### src/hdl/rpmc_pkg.sv
// shared constants, widths and the arctangent table for the point to map cell block
// no dependencies; imported by every module of the block

package rpmc_pkg;

	localparam int ANGLE_BITS   = 16;
	localparam int INDEX_BITS   = 12;
	localparam int CORDIC_STEPS = 24;

	localparam int POINT_BITS = 32;
	localparam int CPM_BITS   = 16;
	localparam int TURN_BITS  = 32;
	localparam int ROT_BITS   = 36;
	localparam int GAIN_BITS  = 30;
	localparam int MUL_LO_BITS = 18;
	localparam int SCALE_FRAC = 24;
	localparam int SCALE_BITS = ROT_BITS + CPM_BITS + 1;

	localparam int REG_INDEX_BITS = 3;
	localparam int WR_DATA_BITS   = 32;
	localparam int IN_TDATA_BITS  = 2 * POINT_BITS;
	localparam int OUT_TDATA_BITS = ((2 * INDEX_BITS + 7) / 8) * 8;

	localparam logic [GAIN_BITS-1:0] GAIN_INV = GAIN_BITS'(32'h26DD3B6A);
	localparam logic [CPM_BITS-1:0]  CPM_RESET = CPM_BITS'(5120);
	localparam logic [INDEX_BITS-1:0] MAP_SIZE_RESET = INDEX_BITS'(701);

	localparam logic [TURN_BITS-1:0] TURN_QUARTER = TURN_BITS'(64'h4000_0000);
	localparam logic [TURN_BITS-1:0] TURN_HALF    = TURN_BITS'(64'h8000_0000);
	localparam logic [TURN_BITS-1:0] TURN_3QUARTER = TURN_BITS'(64'hC000_0000);

	localparam logic [REG_INDEX_BITS-1:0] REG_POSE_X     = 3'd0;
	localparam logic [REG_INDEX_BITS-1:0] REG_POSE_Y     = 3'd1;
	localparam logic [REG_INDEX_BITS-1:0] REG_HEADING    = 3'd2;
	localparam logic [REG_INDEX_BITS-1:0] REG_CPM        = 3'd3;
	localparam logic [REG_INDEX_BITS-1:0] REG_MAP_WIDTH  = 3'd4;
	localparam logic [REG_INDEX_BITS-1:0] REG_MAP_HEIGHT = 3'd5;

	// arctangent of 2^-i as a 32-bit turn fraction
	function automatic logic [TURN_BITS-1:0] atan_turn(input logic [4:0] i);
		logic [TURN_BITS-1:0] r;
		case (i)
			5'd0:  r = 32'h20000000;
			5'd1:  r = 32'h12E4051E;
			5'd2:  r = 32'h09FB385B;
			5'd3:  r = 32'h051111D4;
			5'd4:  r = 32'h028B0D43;
			5'd5:  r = 32'h0145D7E1;
			5'd6:  r = 32'h00A2F61E;
			5'd7:  r = 32'h00517C55;
			5'd8:  r = 32'h0028BE53;
			5'd9:  r = 32'h00145F2F;
			5'd10: r = 32'h000A2F98;
			5'd11: r = 32'h000517CC;
			5'd12: r = 32'h00028BE6;
			5'd13: r = 32'h000145F3;
			5'd14: r = 32'h0000A2FA;
			5'd15: r = 32'h0000517D;
			5'd16: r = 32'h000028BE;
			5'd17: r = 32'h0000145F;
			5'd18: r = 32'h00000A30;
			5'd19: r = 32'h00000518;
			5'd20: r = 32'h0000028C;
			5'd21: r = 32'h00000146;
			5'd22: r = 32'h000000A3;
			5'd23: r = 32'h00000051;
			default: r = '0;
		endcase
		return r;
	endfunction

endpackage

### src/hdl/rpmc_cell.sv
// one axis of the cell lookup: gain removal, pose offset, scaling and clamped index
// depends on rpmc_pkg

module rpmc_cell
	import rpmc_pkg::*;
(
	input  logic                         clk,
	input  logic                         arst_n,
	input  logic                         en,
	input  logic                         vld_in,
	input  logic signed [ROT_BITS-1:0]   rot,
	input  logic signed [POINT_BITS-1:0] pose,
	input  logic [CPM_BITS-1:0]          cpm,
	input  logic [INDEX_BITS-1:0]        size,
	output logic                         vld_out,
	output logic [INDEX_BITS-1:0]        idx
);

	localparam int HI_BITS   = ROT_BITS - MUL_LO_BITS;
	localparam int PROD_BITS = ROT_BITS + GAIN_BITS + 1;
	localparam int Q_BITS    = SCALE_BITS - 1 - SCALE_FRAC;

	logic signed [HI_BITS+GAIN_BITS:0]     ph_s1;
	logic [MUL_LO_BITS+GAIN_BITS-1:0]      pl_s1;
	logic signed [ROT_BITS-1:0]            xr_s2;
	logic signed [ROT_BITS-1:0]            world_s3;
	logic signed [SCALE_BITS-1:0]          scaled_s4;
	logic signed [SCALE_BITS-1:0]          d_s5;
	logic [5:0]                            vld_q;

	logic signed [PROD_BITS-1:0]           prod;
	logic [INDEX_BITS-1:0]                 half;
	logic signed [SCALE_BITS-1:0]          center;
	logic [Q_BITS-1:0]                     q;
	logic [INDEX_BITS-1:0]                 top;

	always_comb begin
		prod = (PROD_BITS'(ph_s1) <<< MUL_LO_BITS)
			+ PROD_BITS'(signed'({1'b0, pl_s1}))
			+ (PROD_BITS'(1) <<< (GAIN_BITS - 1));
	end

	assign half   = size >> 1;
	assign center = SCALE_BITS'(signed'({1'b0, half})) <<< SCALE_FRAC;
	assign q      = d_s5[SCALE_BITS-2:SCALE_FRAC];
	assign top    = (size == '0) ? '0 : size - INDEX_BITS'(1);

	always_ff @(posedge clk or negedge arst_n) begin
		if (!arst_n) begin
			vld_q <= '0;
		end else if (en) begin
			vld_q <= {vld_q[4:0], vld_in};
		end
	end

	always_ff @(posedge clk) begin
		if (en) begin
			// gain product split in two partial products
			ph_s1     <= signed'(rot[ROT_BITS-1:MUL_LO_BITS]) * signed'({1'b0, GAIN_INV});
			pl_s1     <= rot[MUL_LO_BITS-1:0] * GAIN_INV;
			xr_s2     <= prod[GAIN_BITS +: ROT_BITS];
			world_s3  <= xr_s2 + ROT_BITS'(pose);
			scaled_s4 <= world_s3 * signed'({1'b0, cpm});
			d_s5      <= center - scaled_s4 - (SCALE_BITS'(1) <<< (SCALE_FRAC - 1));
			if (d_s5[SCALE_BITS-1]) begin
				idx <= '0;
			end else if (q > Q_BITS'(top)) begin
				idx <= top;
			end else begin
				idx <= q[INDEX_BITS-1:0];
			end
		end
	end

	assign vld_out = vld_q[5];

endmodule

### config.mk
export PLATFORM = sky130hd
export DESIGN_NAME = rpmc_cell
export DESIGN_NICKNAME = d
export VERILOG_FILES = /design/src/hdl/rpmc_pkg.sv /design/src/hdl/rpmc_cell.sv
export SDC_FILE = /design/constraint.sdc
export NUM_CORES = 2
export LEC_CHECK = 0
export ABC_AREA = 0
export BUFFER_PORTS_ARGS = -buffer_cell sky130_fd_sc_hd__clkbuf_2
export CORE_MARGIN = 8
export CORE_UTILIZATION = 55
export DETAILED_ROUTE_END_ITERATION = 10
export GPL_TIMING_DRIVEN = 0
export PLACE_DENSITY = 0.74
export SLEW_MARGIN = 15
export SYNTH_ARGS = -nofsm -noshare
export SYNTH_HDL_FRONTEND = slang
export SYNTH_SLANG_ARGS = --single-unit
### constraint.sdc
create_clock -name clk -period 6.32 [get_ports clk]
set_clock_uncertainty 0.05 [all_clocks]
set_input_delay 1.264 -clock clk [delete_from_list [all_inputs] [get_ports clk]]
set_output_delay 1.264 -clock clk [all_outputs]
set_load 0.02 [all_outputs]
==> results.py <==
metrics = {
    "status": {
        "status": "finished, violations left",
        "violations": "negative setup slack",
    },
    "timing": {
        "finalSetupTns_ns": -22.59,
        "setup_slack_ns": -0.820,
        "period_share_pct": 113,
        "setup_violations": 62,
        "tightest_slew_ns": 0.780,
        "timing.final.hold_violations": 0,
        "slew_violations": 0,
        "grt_setup_unrepaired": "yes",
        "period_minus_slack_ns": 7.14,
        "slew_headroom_pct": 48.0,
        "fmax_ghz": 0.140,
    },
    "run": {
        "maxCapViolCount": 0,
    },
    "critical_path": {
        "startpoint_type": "input port",
        "crit_path_max_incr_delay_ns": 0.57,
        "cp.required_ns": 6.62,
        "crit_path_frequent_cell": "fa_1",
        "endpoint_kind": "flip-flop",
        "worstPathMaxFanout": 5,
        "cp.arrival_ns": 7.44,
        "critPathKind": "in2reg",
        "critPathSlowestCell": "fa_1",
    },
    "cells_and_area": {
        "drive_gt1_share_pct": 13.6,
        "area_growth_pct": 14.3,
        "fin_nets": 7110,
        "fin_util_pct": 63.3,
        "nFillCells": 7202,
    },
    "clocking": {
        "clkTransAtPathRegs_ns": 0.06,
        "cts.path.max_buffers": 3,
        "holdBufCountCts": 0,
        "htree_levels": 1,
        "cts_sinks": 248,
        "numCtsBuffers": 29,
        "cts_tree": "yes",
        "insertion_delay_ns": 0.63,
        "clockRootBuffer": "clkbuf_16",
    },
    "place": {
        "port_buffers": 101,
        "dp_hpwl_um": 108000,
        "gp_congestion": 0.997,
    },
    "detailed_routing": {
        "drc_errors": 0,
        "vias_per_cell": 5.41,
        "finalWirelength_um": 130000,
        "antenna_left": 0,
        "drt_iter0_markers": 2204,
        "routedWlPerCell_um": 19.6,
        "first_pass_iters": 8,
        "vias": 35900,
    },
    "yosys": {
        "syn-num-nets": 6821,
        "syn_inst": 5146,
        "yosys_register_bits": 248,
        "ys_seq_area_share_pct": 14.7,
        "synth.area.top_cells": "fa_1, ha_1, edfxtp_1",
        "synth.top_cells.by_count": "inv_1, fa_1, ha_1, nand2_1, edfxtp_1",
        "async_flop_share_pct": 2.42,
        "synth.top_cell.area_share_pct": 38.0,
        "avgSynthCellArea_um2": 9.84,
        "synth-main-ff-cell": "edfxtp_1",
        "synth_largest_area_cell": "fa_1",
        "netlist_area_um2": 50600,
        "synth_warnings": 0,
        "synth.most_common_cell": "inv_1",
        "synth_cell_type_count": 78,
        "synth-edff-count": 242,
    },
    "floorplanning": {
        "fp.dieH_um": 319,
        "design.core.area_um2": 91400,
        "start_util_pct": 55.4,
        "die-area_um2": 102000,
        "ios": 113,
        "die_w_um": 319,
        "rows": 111,
    },
    "grt": {
        "grt_remaining_overflow": 0,
        "antenna_found_initial": 1,
        "grt_pass1_wl_um": 208000,
        "grt_start_max_net_pins": 96,
        "grt_pass1_vias": 39000,
        "groute.usage.overall_pct": 25.7,
    },
    "min_path": {
        "min_path_type": "in2async",
    },
}
-- critical path: cells and delay by family --
kind | cells | cell delay (ns)
AOI/OAI and AO/OA | 5 | 0.93
and+or+nand+nor | 5 | 0.83
xor gates and xnor gates | 1 | 0.13
buffers and inverters | 8 | 0.88
adders and majority gates | 7 | 3.38
-- final cells by class --
type	count	area (um2)	share of cell area [%]
Antenna cell	1	2.50	0.00432
Sequential cell	248	7420	12.8
Multi-Input combinational cell	3400	39400	68.1
Tap cell	1186	1480	2.56
Clock buffer	32	737	1.27
Timing Repair Buffer	258	2250	3.89
Inverter	1392	5230	9.04
Clock inverter	21	211	0.365
Buffer	106	1140	1.97
-- flip-flops by register name, summed over array words and instances, names as in the netlist --
register and count:
d_s5 29, idx 12, ph_s1 47, pl_s1 29, scaled_s4 53, vld_q 6, world_s3 36, xr_s2 36
-- metrics by stage --
stage          hold slack [ns]  instances  setup slack, ns  cell area [um2]
2_1_floorplan            0.425       5146           -0.912            51300
3_3_place_gp             0.434       6433            -2.31            53300
3_5_place_dp             0.445       6435            -2.43            53300
4_1_cts                  0.401       6591           -0.749            56900
5_1_grt                  0.420       6644           -0.993            57900
6_report                 0.434       6644           -0.820            57900
-- layer usage --
metal  up-vias  part of all wire, %  GRT usage [%]  wire length, um
li1      16400                    -              -                -
met1     18000                   39           31.5            50500
met2      1194                   49           44.4            63400
met3       329                  7.5           5.09             9700
met4         0                  5.1           10.8             6600
met5         -                    0              0                0
-- worst paths after layout --
check	start	endpoint	slack [ns]	cells after the start
max	cpm[5]	scaled_s4[50]$_DFFE_PP_	-0.82	26
min	arst_n	vld_q[5]$_DFFE_PN0P_	0.43	1
max reg2reg	world_s3[7]$_DFFE_PP_	scaled_s4[52]$_DFFE_PP_	-0.78	26
min reg2reg	vld_q[1]$_DFFE_PN0P_	vld_q[1]$_DFFE_PN0P_	0.45	1
max in group asynchronous	arst_n	vld_q[4]$_DFFE_PN0P_	5.64	1
min in group clk	vld_q[1]$_DFFE_PN0P_	vld_q[1]$_DFFE_PN0P_	0.45	1
-- timing repair --
| item | in CTS | in global routing |
|---|---|---|
| resized for setup | 397 | 163 |
| buffers inserted | 105 | 62 |
| hold endpoints to repair | 0 | 0 |
| pin swaps | 136 | 142 |
| endpoints found under the setup margin | 83 | 77 |
| cloned | 1 | 1 |
-- logic make-up after synthesis --
family                   after synthesis  synth area share, %
flip-flops                           248                 14.7
adder cells (fa/ha/maj)             1575                 53.2
AND/OR/NAND/NOR                     1089                 10.3
multiplexers                          15                0.311
AO/OA/AOI/OAI                        514                 6.82
XOR/XNOR                             207                 3.58
buffers and inverters               1498                 11.1
-- cell usage in the layout, fill, tap and decap left out, types with 62 or more instances in the layout --
master,Yosys,routed
xor2_1,62,62
a21o_1,101,101
nand2_1,459,451
a21oi_1,158,133
edfxtp_1,242,242
and2_1,229,219
fa_1,962,909
xnor2_1,145,136
clkbuf_2,0,99
ha_1,613,544
buf_4,0,134
nor2_1,142,130
inv_1,1392,1345
clkbuf_16,0,67
Power is left out: the tool's default activity adds up to more than one toggle a clock period on the data nets, which glitch-free logic cannot reach.
